--- src/rtl/core/sfir_pkg.sv ---
// sfir_pkg: shared widths, sizes and the fixed low-pass coefficient table
// for the stereo 64-tap fir unit; no dependencies
package sfir_pkg;

    localparam int TAP_COUNT = 64;
    localparam int SLOT_W    = $clog2(TAP_COUNT);
    localparam int TAP_W     = SLOT_W + 1;
    localparam int SAMPLE_W  = 16;
    localparam int HIST_W    = 14;
    localparam int COEF_W    = 16;
    localparam int PROD_W    = HIST_W + COEF_W;
    localparam int ACC_W     = PROD_W + SLOT_W;
    localparam int FRAC_W    = 16;
    localparam int SUM_W     = ACC_W - FRAC_W;

    localparam logic signed [SUM_W-1:0] SAT_MAX = SUM_W'(32767);
    localparam logic signed [SUM_W-1:0] SAT_MIN = -SUM_W'(32768);

    // symmetric q16 coefficients, tap 0 meets the newest sample
    function automatic logic signed [COEF_W-1:0] coef_lookup(input logic [SLOT_W-1:0] idx);
        logic signed [COEF_W-1:0] c;
        case (idx)
            6'd0:    c = -16'sd11;
            6'd1:    c = 16'sd9;
            6'd2:    c = 16'sd46;
            6'd3:    c = 16'sd100;
            6'd4:    c = 16'sd143;
            6'd5:    c = 16'sd136;
            6'd6:    c = 16'sd55;
            6'd7:    c = -16'sd88;
            6'd8:    c = -16'sd227;
            6'd9:    c = -16'sd273;
            6'd10:   c = -16'sd159;
            6'd11:   c = 16'sd99;
            6'd12:   c = 16'sd384;
            6'd13:   c = 16'sd521;
            6'd14:   c = 16'sd369;
            6'd15:   c = -16'sd68;
            6'd16:   c = -16'sd600;
            6'd17:   c = -16'sd915;
            6'd18:   c = -16'sd743;
            6'd19:   c = -16'sd44;
            6'd20:   c = 16'sd901;
            6'd21:   c = 16'sd1567;
            6'd22:   c = 16'sd1438;
            6'd23:   c = 16'sd331;
            6'd24:   c = -16'sd1395;
            6'd25:   c = -16'sd2872;
            6'd26:   c = -16'sd3050;
            6'd27:   c = -16'sd1186;
            6'd28:   c = 16'sd2723;
            6'd29:   c = 16'sd7806;
            6'd30:   c = 16'sd12563;
            6'd31:   c = 16'sd15435;
            6'd32:   c = 16'sd15435;
            6'd33:   c = 16'sd12563;
            6'd34:   c = 16'sd7806;
            6'd35:   c = 16'sd2723;
            6'd36:   c = -16'sd1186;
            6'd37:   c = -16'sd3050;
            6'd38:   c = -16'sd2872;
            6'd39:   c = -16'sd1395;
            6'd40:   c = 16'sd331;
            6'd41:   c = 16'sd1438;
            6'd42:   c = 16'sd1567;
            6'd43:   c = 16'sd901;
            6'd44:   c = -16'sd44;
            6'd45:   c = -16'sd743;
            6'd46:   c = -16'sd915;
            6'd47:   c = -16'sd600;
            6'd48:   c = -16'sd68;
            6'd49:   c = 16'sd369;
            6'd50:   c = 16'sd521;
            6'd51:   c = 16'sd384;
            6'd52:   c = 16'sd99;
            6'd53:   c = -16'sd159;
            6'd54:   c = -16'sd273;
            6'd55:   c = -16'sd227;
            6'd56:   c = -16'sd88;
            6'd57:   c = 16'sd55;
            6'd58:   c = 16'sd136;
            6'd59:   c = 16'sd143;
            6'd60:   c = 16'sd100;
            6'd61:   c = 16'sd46;
            6'd62:   c = 16'sd9;
            6'd63:   c = -16'sd11;
            default: c = '0;
        endcase
        return c;
    endfunction

endpackage

--- src/rtl/core/stereo_fir_filter_64tap_unit.sv ---
// stereo_fir_filter_64tap_unit: stereo 64-tap fir low-pass with bypass register
// depends on sfir_pkg (widths, coefficient table)
// one tap per cycle per channel through the single multiply-accumulate per channel
// a new pair waits on in_stall until the current result has been loaded into the output register
// reset: delay lines read as zero via per-slot valid bits, write slot and bypass cleared
// reset is asynchronous active low and takes effect at once, no clearing pass
module stereo_fir_filter_64tap_unit (
    input  logic                                clk,
    input  logic                                rst_n,
    // input channel
    input  logic                                in_valid,
    output logic                                in_stall,
    input  logic signed [sfir_pkg::SAMPLE_W-1:0] left_raw,
    input  logic signed [sfir_pkg::SAMPLE_W-1:0] right_raw,
    // output channel
    output logic                                out_valid,
    input  logic                                out_stall,
    output logic signed [sfir_pkg::SAMPLE_W-1:0] left_out,
    output logic signed [sfir_pkg::SAMPLE_W-1:0] right_out,
    // bypass register write
    input  logic                                cfg_we,
    input  logic                                cfg_data
);
    import sfir_pkg::*;

    typedef enum logic [1:0] {
        ST_IDLE,
        ST_RUN,
        ST_DRAIN,
        ST_DONE
    } state_t;

    // control state
    state_t                    state_reg, state_next;
    logic [SLOT_W-1:0]         slot_reg, slot_next;     // slot written by the next beat
    logic [SLOT_W-1:0]         base_reg, base_next;     // newest slot of the current pair
    logic [TAP_W-1:0]          tap_reg, tap_next;       // tap being issued, reaches TAP_COUNT
    logic                      bypass_reg, bypass_next;
    logic                      r_vld_reg;               // read stage holds a tap
    logic                      p_vld_reg;               // product stage holds a tap
    logic                      out_valid_reg, out_valid_next;
    logic [TAP_COUNT-1:0]      hvld_reg;                // slot written since reset

    // payload
    logic signed [HIST_W-1:0]  l_smp_reg, r_smp_reg;
    logic signed [HIST_W-1:0]  l_rd_reg, r_rd_reg;
    logic                      rd_hit_reg;
    logic signed [COEF_W-1:0]  coef_reg;
    logic signed [PROD_W-1:0]  l_prod_reg, r_prod_reg;
    logic signed [ACC_W-1:0]   l_acc_reg, r_acc_reg;
    logic signed [SAMPLE_W-1:0] left_out_reg, right_out_reg;
    logic signed [SAMPLE_W-1:0] left_out_next, right_out_next;

    // history memories, one per channel
    logic signed [HIST_W-1:0]  l_mem [TAP_COUNT];
    logic signed [HIST_W-1:0]  r_mem [TAP_COUNT];

    logic                      in_acc;
    logic                      out_acc;
    logic                      issue;
    logic [SLOT_W-1:0]         rd_addr;
    logic signed [HIST_W-1:0]  l_shift, r_shift;
    logic signed [HIST_W-1:0]  l_tap, r_tap;
    logic signed [SUM_W-1:0]   l_sum, r_sum;
    logic signed [SAMPLE_W-1:0] l_sat, r_sat;

    assign in_stall  = (state_reg != ST_IDLE);
    assign in_acc    = in_valid && !in_stall;
    assign out_acc   = out_valid_reg && !out_stall;
    assign out_valid = out_valid_reg;
    assign left_out  = left_out_reg;
    assign right_out = right_out_reg;

    // floor shift by two is just the upper bits
    assign l_shift = left_raw[SAMPLE_W-1 -: HIST_W];
    assign r_shift = right_raw[SAMPLE_W-1 -: HIST_W];

    // tap k reads the sample k steps older than the newest one
    assign issue   = (state_reg == ST_RUN);
    assign rd_addr = base_reg - tap_reg[SLOT_W-1:0];

    // never-written slots read as zero
    assign l_tap = rd_hit_reg ? l_rd_reg : '0;
    assign r_tap = rd_hit_reg ? r_rd_reg : '0;

    // drop the q16 fraction (floor) and clamp to 16 bits
    assign l_sum = l_acc_reg[ACC_W-1:FRAC_W];
    assign r_sum = r_acc_reg[ACC_W-1:FRAC_W];
    assign l_sat = (l_sum > SAT_MAX) ? SAT_MAX[SAMPLE_W-1:0] :
                   (l_sum < SAT_MIN) ? SAT_MIN[SAMPLE_W-1:0] : l_sum[SAMPLE_W-1:0];
    assign r_sat = (r_sum > SAT_MAX) ? SAT_MAX[SAMPLE_W-1:0] :
                   (r_sum < SAT_MIN) ? SAT_MIN[SAMPLE_W-1:0] : r_sum[SAMPLE_W-1:0];

    // sequencer next state
    always_comb
    begin
        state_next     = state_reg;
        slot_next      = slot_reg;
        base_next      = base_reg;
        tap_next       = tap_reg;
        bypass_next    = bypass_reg;
        out_valid_next = out_valid_reg;
        left_out_next  = left_out_reg;
        right_out_next = right_out_reg;

        if (cfg_we)
        begin
            bypass_next = cfg_data;
        end

        // output beat taken
        if (out_acc)
        begin
            out_valid_next = 1'b0;
        end

        case (state_reg)
            ST_IDLE:
            begin
                if (in_acc)
                begin
                    base_next  = slot_reg;
                    slot_next  = slot_reg + 1'b1;
                    tap_next   = '0;
                    state_next = ST_RUN;
                end
            end
            ST_RUN:
            begin
                tap_next = tap_reg + 1'b1;
                if (tap_reg == TAP_W'(TAP_COUNT - 1))
                begin
                    state_next = ST_DRAIN;
                end
            end
            ST_DRAIN:
            begin
                // wait until the last product has been summed
                if (!r_vld_reg && !p_vld_reg)
                begin
                    state_next = ST_DONE;
                end
            end
            ST_DONE:
            begin
                // output register free or emptied this cycle
                if (!out_valid_reg || !out_stall)
                begin
                    out_valid_next = 1'b1;
                    if (bypass_reg)
                    begin
                        left_out_next  = SAMPLE_W'(l_smp_reg);
                        right_out_next = SAMPLE_W'(r_smp_reg);
                    end
                    else
                    begin
                        left_out_next  = l_sat;
                        right_out_next = r_sat;
                    end
                    state_next = ST_IDLE;
                end
            end
            default:
            begin
                state_next = ST_IDLE;
            end
        endcase
    end

    // control registers and registered outputs
    always_ff @(posedge clk or negedge rst_n)
    begin
        if (!rst_n)
        begin
            state_reg     <= ST_IDLE;
            slot_reg      <= '0;
            base_reg      <= '0;
            tap_reg       <= '0;
            bypass_reg    <= 1'b0;
            r_vld_reg     <= 1'b0;
            p_vld_reg     <= 1'b0;
            out_valid_reg <= 1'b0;
            hvld_reg      <= '0;
        end
        else
        begin
            state_reg     <= state_next;
            slot_reg      <= slot_next;
            base_reg      <= base_next;
            tap_reg       <= tap_next;
            bypass_reg    <= bypass_next;
            r_vld_reg     <= issue;
            p_vld_reg     <= r_vld_reg;
            out_valid_reg <= out_valid_next;
            if (in_acc)
            begin
                hvld_reg[slot_reg] <= 1'b1;
            end
        end
    end

    // history memories: write on the accepted beat, registered read per tap
    always_ff @(posedge clk)
    begin
        if (in_acc)
        begin
            l_mem[slot_reg] <= l_shift;
            r_mem[slot_reg] <= r_shift;
        end
        l_rd_reg <= l_mem[rd_addr];
        r_rd_reg <= r_mem[rd_addr];
    end

    // mac datapath: read, multiply, accumulate
    always_ff @(posedge clk)
    begin
        if (in_acc)
        begin
            l_smp_reg <= l_shift;
            r_smp_reg <= r_shift;
        end
        rd_hit_reg    <= hvld_reg[rd_addr];
        coef_reg      <= coef_lookup(tap_reg[SLOT_W-1:0]);
        l_prod_reg    <= l_tap * coef_reg;
        r_prod_reg    <= r_tap * coef_reg;
        if (in_acc)
        begin
            l_acc_reg <= '0;
            r_acc_reg <= '0;
        end
        else if (p_vld_reg)
        begin
            l_acc_reg <= l_acc_reg + ACC_W'(l_prod_reg);
            r_acc_reg <= r_acc_reg + ACC_W'(r_prod_reg);
        end
        left_out_reg  <= left_out_next;
        right_out_reg <= right_out_next;
    end

    // an accepted beat makes the block busy on the next cycle
    a_busy_after_accept: assert property (@(posedge clk) disable iff (!rst_n)
        in_valid && !in_stall |=> in_stall)
        else $error("block not busy after an accepted input beat");

    // mac pipeline only carries taps while a pair is in work
    a_pipe_only_busy: assert property (@(posedge clk) disable iff (!rst_n)
        (r_vld_reg || p_vld_reg) |-> (state_reg == ST_RUN || state_reg == ST_DRAIN))
        else $error("mac pipeline active outside a filter pass");

    // a result is loaded only on leaving the done state
    a_result_from_done: assert property (@(posedge clk) disable iff (!rst_n)
        $rose(out_valid_reg) |-> $past(state_reg) == ST_DONE)
        else $error("result beat raised outside the done state");

    // tap counter never runs past TAP_COUNT
    a_tap_bound: assert property (@(posedge clk) disable iff (!rst_n)
        tap_reg <= TAP_W'(TAP_COUNT))
        else $error("tap counter out of range");

endmodule
--- config.mk ---
export PLATFORM = sky130hd
export DESIGN_NAME = stereo_fir_filter_64tap_unit
export DESIGN_NICKNAME = d
export VERILOG_FILES = /design/src/rtl/core/sfir_pkg.sv /design/src/rtl/core/stereo_fir_filter_64tap_unit.sv
export SDC_FILE = /design/constraint.sdc
export NUM_CORES = 2
export LEC_CHECK = 0
export ABC_AREA = 0
export BUFFER_PORTS_ARGS = -buffer_cell sky130_fd_sc_hd__buf_2
export CORE_MARGIN = 1
export CORE_UTILIZATION = 45
export DETAILED_ROUTE_END_ITERATION = 7
export SLEW_MARGIN = 20
export SYNTH_ARGS = -nofsm -noshare
export SYNTH_HDL_FRONTEND = slang
export SYNTH_SLANG_ARGS = --single-unit
--- constraint.sdc ---
create_clock -name clk -period 8.2 [get_ports clk]
set_clock_uncertainty 0.05 [all_clocks]
set_input_delay 0.41 -clock clk [delete_from_list [all_inputs] [get_ports clk]]
set_output_delay 0.41 -clock clk [all_outputs]
set_load 0.1 [all_outputs]
# After elaboration in Yosys (flattened, before gate mapping)
# Memory sizes are Yosys's and may differ from the RTL's. A register that Yosys moved wholly into a read port is not among the register bits.
# Cells that the tools add are included.
dict set report op_classes {
  n_mul 2
  n_bitwise 1
  n_eq_ne 8
  reduce_logical 17
  muxes 24
  addsub 5
  order_cmp 7
}
# cell count
set ops {}
lappend ops {{16-bit two-way mux} 6}
lappend ops {{36-bit by 30-bit adder with 36-bit output} 2}
lappend ops {{64-bit OR} 1}
lappend ops {{14-bit by 16-bit multiplier with 30-bit output} 2}
lappend ops {{20-bit by 16-bit greater-than comparator with 1-bit output (second input constant)} 2}
lappend ops {{20-bit by 16-bit less-than comparator with 1-bit output (second input constant)} 2}
lappend ops {{14-bit two-way mux} 2}
lappend ops {{6-bit by 7-bit less-than comparator with 1-bit output (second input constant)} 2}
lappend ops {{7-bit case mux with 2 select lines} 1}
lappend ops {{2-bit two-way mux} 4}
lappend ops {{2-bit case mux with 4 select lines} 1}
lappend ops {{7-bit by 1-bit adder with 7-bit output (second input constant)} 1}
lappend ops {{7-bit by 6-bit equality test with 1-bit output (second input constant)} 1}
lappend ops {{1-bit two-way mux} 7}
lappend ops {{7-bit two-way mux} 1}
lappend ops {{6-bit by 1-bit adder with 6-bit output (second input constant)} 1}
lappend ops {{1-bit binary-select mux with 6-bit select} 1}
lappend ops {{1-bit demux with 6-bit select} 1}
lappend ops {{6-bit by 1-bit >= comparator with 1-bit output (second input constant)} 1}
lappend ops {{2-bit inequality test (second input constant)} 3}
lappend ops {{2-bit AND reduction} 3}
lappend ops {{6-bit subtractor} 1}
lappend ops {{1-bit zero test} 5}
lappend ops {{2-bit equality test (second input constant)} 2}
lappend ops {{7 further kinds} 11}
dict set report word_totals {
  wordCells 85
  ram_bits 1792
  n_memories 3
  romBits 1024
  ff_bits 282
}
# name words word_bits read_ports rd_ports_with_merged_regs write_ports line_no
set mem_list {}
lappend mem_list {{(no name shown)} 64 16 1 1 0 sfir_pkg.sv:22} ;# case (idx)
lappend mem_list {l_mem 64 14 1 1 1 stereo_fir_filter_64tap_unit.sv:55} ;# logic signed [HIST_W-1:0] l_mem [TAP_COUNT];
lappend mem_list {r_mem 64 14 1 1 1 stereo_fir_filter_64tap_unit.sv:56} ;# logic signed [HIST_W-1:0] r_mem [TAP_COUNT];

# Longest topological paths before layout
dict set report logic_depth {
  word_depth 5
  ltp_mapped 26
  depth_no_buf 23
}

# Least setup slack after synthesis
# No wires, ideal clock.
dict set report synth_timing {
  kind {reg2reg}
  startpoint {register rd_hit_reg}
  endpoint {register r_prod_reg[27]}
  setup_time_ns 0.062
  path_buffers 2
  setup_slack_ns 1.695
  period_less_slack_ns 6.505
  path_stages_with_launch 23
  arrival_time_ns 6.393
  cell_sequence {dfxtp_1 clkbuf_1 clkbuf_1 nand3_1 fa_1 inv_1 fa_1 inv_1 fa_1 fa_1 fa_1 fa_1 inv_1 ha_1 and4_1 nor2b_1 a211oi_1 o21bai_1 a21o_1 o21ai_1 a21oi_1 or4b_1 nand3_1}
}
dict set report synth_via {
  elab_chain_len 2
}
# item line_no
set synth_rtl {}
lappend synth_rtl {{start: declaration} stereo_fir_filter_64tap_unit.sv:47} ;# logic rd_hit_reg;
lappend synth_rtl {{start signal: assignment} stereo_fir_filter_64tap_unit.sv:222} ;# rd_hit_reg <= hvld_reg[rd_addr];
lappend synth_rtl {{14-bit two-way mux} stereo_fir_filter_64tap_unit.sv:84} ;# assign r_tap = rd_hit_reg ? r_rd_reg : '0;
lappend synth_rtl {{14-bit by 16-bit multiplier with 30-bit output} stereo_fir_filter_64tap_unit.sv:225} ;# r_prod_reg <= r_tap * coef_reg;
lappend synth_rtl {{end signal: assignment} stereo_fir_filter_64tap_unit.sv:225}
lappend synth_rtl {{end: declaration} stereo_fir_filter_64tap_unit.sv:49} ;# logic signed [PROD_W-1:0] l_prod_reg, r_prod_reg;
# Every way passes these cells.
# A chain may end at the register's enable or synchronous reset.

# Worst setup path in the final report
dict set report layout_timing {
  startpoint {register rd_hit_reg}
  endpoint {register r_prod_reg[28]}
}
# The elaborated chain is that of the path after synthesis.

==> summary.md <==
| Metric | Value |
|---|---|
| Half-perimeter wire length of the detailed placement result | 150000 um |
| Tightest Pin Transition | 1090 ps |
| DRT antenna net count | 0 |
| Hold WC Path Type | in -> async |
| Level count of the clock H-tree | 4 |
| Capturing element type of the critical path | flop |
| Grt total ovfl | 0 |
| Most frequent cell after synthesis | edfxtp_1 |
| Sw frac | 0.203 |
| Global-route wire length before repair | 372000 um |
| Detailed Route Iter0 Violations | 5615 |
| Maxcap violations | 0 |
| Area growth from synthesis to final layout | 11.8% |
| Wirelength per Cell | 26.7 um |
| Clk_lat worst skew | 870 ps |
| CTS resizes | 0 |
| Period utilisation layout | 0.893 |
| GP Congestion | 0.832 |
| Vertical die dimension | 474 um |
| Width of the chip | 474 um |
| Share of the yosys chip area belonging to registers | 0.611 |
| Share of total power in sequential cells | 0.541 |
| Clock sink count | 2117 |
| Pint | 17200 uW |
| Library cell with the largest summed area after synthesis | edfxtp_1 |
| Core region area | 222000 sq um |
| Leading post-synthesis cells by instance count | edfxtp_1, mux4_2, inv_1, fa_1, nand2_1 |
| Worst slew slack as a fraction of its limit | 0.270 |
| Total Wirelength | 252000 um |
| Number of synthesized flops with an enable pin | 1852 |
| Post-route worst hold slack | 66.1 ps |
| Post-synthesis instance area | 100000 sq um |
| Pin count of the biggest net entering global routing | 91 |
| Share of cells above drive strength 1 | 0.201 |
| Setup repair after global routing missed its margin | false |
| GRT Overall Usage | 0.227 |
| Fin. Hold Viols | 0 |
| Hold_buf cts | 6 |
| Syn nets | 6828 |
| Static power due to leakage | 0.0423 uW |
| Kind of start point of the critical path | flop |
| Most used cell, CP | fa_1 |
| CTS clock-pin slew for the worst setup and hold paths | 80 ps |
| Fmax | 137 MHz |
| Part of the total power dissipated in the clock network | 0.448 |
| Detailed-route DRC error count | 1 |
| Post-route cell area | 112000 sq um |
| Primary FF master, synth | edfxtp_1 |
| Violations in the final reports | DRC |
| CP Cell Sequence | buf_4, and2_1, nand2_1, fa_1, fa_1, inv_1, fa_1, fa_1, fa_1, inv_1, fa_1, inv_1, ha_1, and3_1, and3_1, a32oi_1, a31oi_1, o21ai_1, a21oi_1, nor3_1, o21ai_1, xor2_1 |
| Worst Path Max Fanout | 59 |
| Final setup violation count | 0 |
| Row count | 173 |
| Yosys warning count | 0 |
| Status | finished with violations |
| Post-synthesis area per instance | 16.4 sq um |
| # nets final | 6960 |
| Largest stage delay, worst path | 680 ps |
| Number of port buffers | 67 |
| Count of state elements after synthesis | 2117 |
| Ratio of routed vias to standard cells | 5.74 |
| Number of antenna violations at the first check in global routing | 17 |
| Initial Util | 0.452 |
| Buffers inserted during post-CTS setup optimization | 0 |
| Placement-stage cell area | 105000 sq um |
| Net switching power | 4380 uW |
| CTS buffer count | 214 |
| Vias | 54104 |
| Minimum setup slack among reg-to-reg paths | 880 ps |
| Required time of the worst setup path | 8910 ps |
| Number of library cell types mapped by synthesis | 89 |
| Data arrival time of the critical path | 8040 ps |
| Max Root-Sink Buffers | 3 |
| Path type of the worst setup path | reg -> reg |
| Max rail drop VDD | 0.210 mV |
| Number of I/O pins | 72 |
| Vias in the first global route | 55864 |
| Power Dens Cells | 193 nW/um^2 |
| Cell with the biggest individual delay on the critical path | dfxtp_4 |
| Asr flop ratio synth | 0.0420 |
| Area share of the largest cell type after synthesis | 0.554 |
| Clock tree from TritonCTS | yes |
| Max-slew violations | 0 |
| DIE AREA | 225000 sq um |
| Share of total power in combinational logic | 0.011 |
| TritonRoute pass-1 iters | 8 |
| Min Clock Period, post-route | 7320 ps |
| Total negative slack | 0 ps |
| Cell types occupying the most area after synthesis | edfxtp_1, mux4_2, fa_1 |
| Post-synthesis instance total | 6134 |
| Clk root buf | clkbuf_16 |
[layout make-up]
type | instances | area, sq um
Multi-Input combinational cell | 3154 | 36300
Fill cell | 18171 | 110000
Clock buffer | 282 | 5700
Sequential cell | 2117 | 61400
Tap cell | 2975 | 3720
Antenna cell | 10 | 25.0
Timing Repair Buffer | 244 | 1860
Clock inverter | 114 | 1270
Inverter | 535 | 2010
[worst max-delay path: cells and delay by family, from the launching register on]
kind	cells	cell delay, ps
DFF	1	680
xor gates and xnor gates	1	150
AOI/OAI and AO/OA	5	1020
buffers and inverters	4	570
adders and majority gates	7	3300
and+or+nand+nor	5	1440
[power groups by stage]
stage	clock, uW	sequential (uW)	combinational (uW)
after global routing	10300	11700	247
after detailed placement	0	11900	230
final	9680	11700	231
after global placement	0	11900	217
after CTS	9860	11700	232
after floorplan	0	11900	15.5
[cell families (layout without fill, tap and decap cells)]
logic type | Yosys count | in the layout | synth area share
DFF | 2117 | 2117 | 0.611
and+or+nand+nor | 1116 | 1116 | 0.0543
buffers and inverters | 863 | 1175 | 0.0328
adders and majority gates | 656 | 656 | 0.114
muxes | 656 | 656 | 0.138
AOI/OAI and AO/OA | 604 | 604 | 0.0388
xor gates and xnor gates | 122 | 122 | 0.0106
other | 0 | 10 | 0
[placed cells by master, fill, tap and decap left out, drive strengths merged, types with 74 or more instances in the layout]
cell	n
edfxtp	1852
mux4	586
inv	538
fa	427
nand2	366
clkbuf	282
and3	238
buf	238
ha	229
nor2	222
a21oi	177
dfxtp	176
o21ai	133
dfrtp	89
clkinv	89
xnor2	86
a21o	78
or2	74
[metal layers]
metal | share of wire | GRT usage
met1 | 0.44 | 0.327
met2 | 0.47 | 0.361
met3 | 0.064 | 0.0335
met4 | 0.026 | 0.0626
met5 | 0.00020 | 0
[metrics by stage]
| stage | cells | power, uW | util | setup slack (ps) |
|---|---|---|---|---|
| after floorplan | 6134 | 12000 | - | 1700 |
| after global placement | 9019 | 12200 | 0.474 | 1010 |
| after detailed placement | 9019 | 12200 | 0.474 | 935 |
| after CTS | 9421 | 21800 | 0.506 | 932 |
| after global routing | 9423 | 22200 | 0.506 | 474 |
| final | 9431 | 21600 | 0.506 | 875 |
[worst paths after layout]
kind,cells past startpoint,endpoint,startpoint
worst max-delay path,22,r_prod_reg[28]$_DFF_P_,rd_hit_reg$_DFF_P_
worst min-delay path,2,hvld_reg[20]$_DFFE_PN0P_,rst_n
worst max register to register,22,r_prod_reg[28]$_DFF_P_,rd_hit_reg$_DFF_P_
worst min register to register,0,p_vld_reg$_DFF_PN0_,r_vld_reg$_DFF_PN0_
max in group asynchronous,3,hvld_reg[39]$_DFFE_PN0P_,rst_n
min in group clk,1,r_mem[11][1]$_DFFE_PP_,right_raw[3]
(Power assumes the default switching activity.)
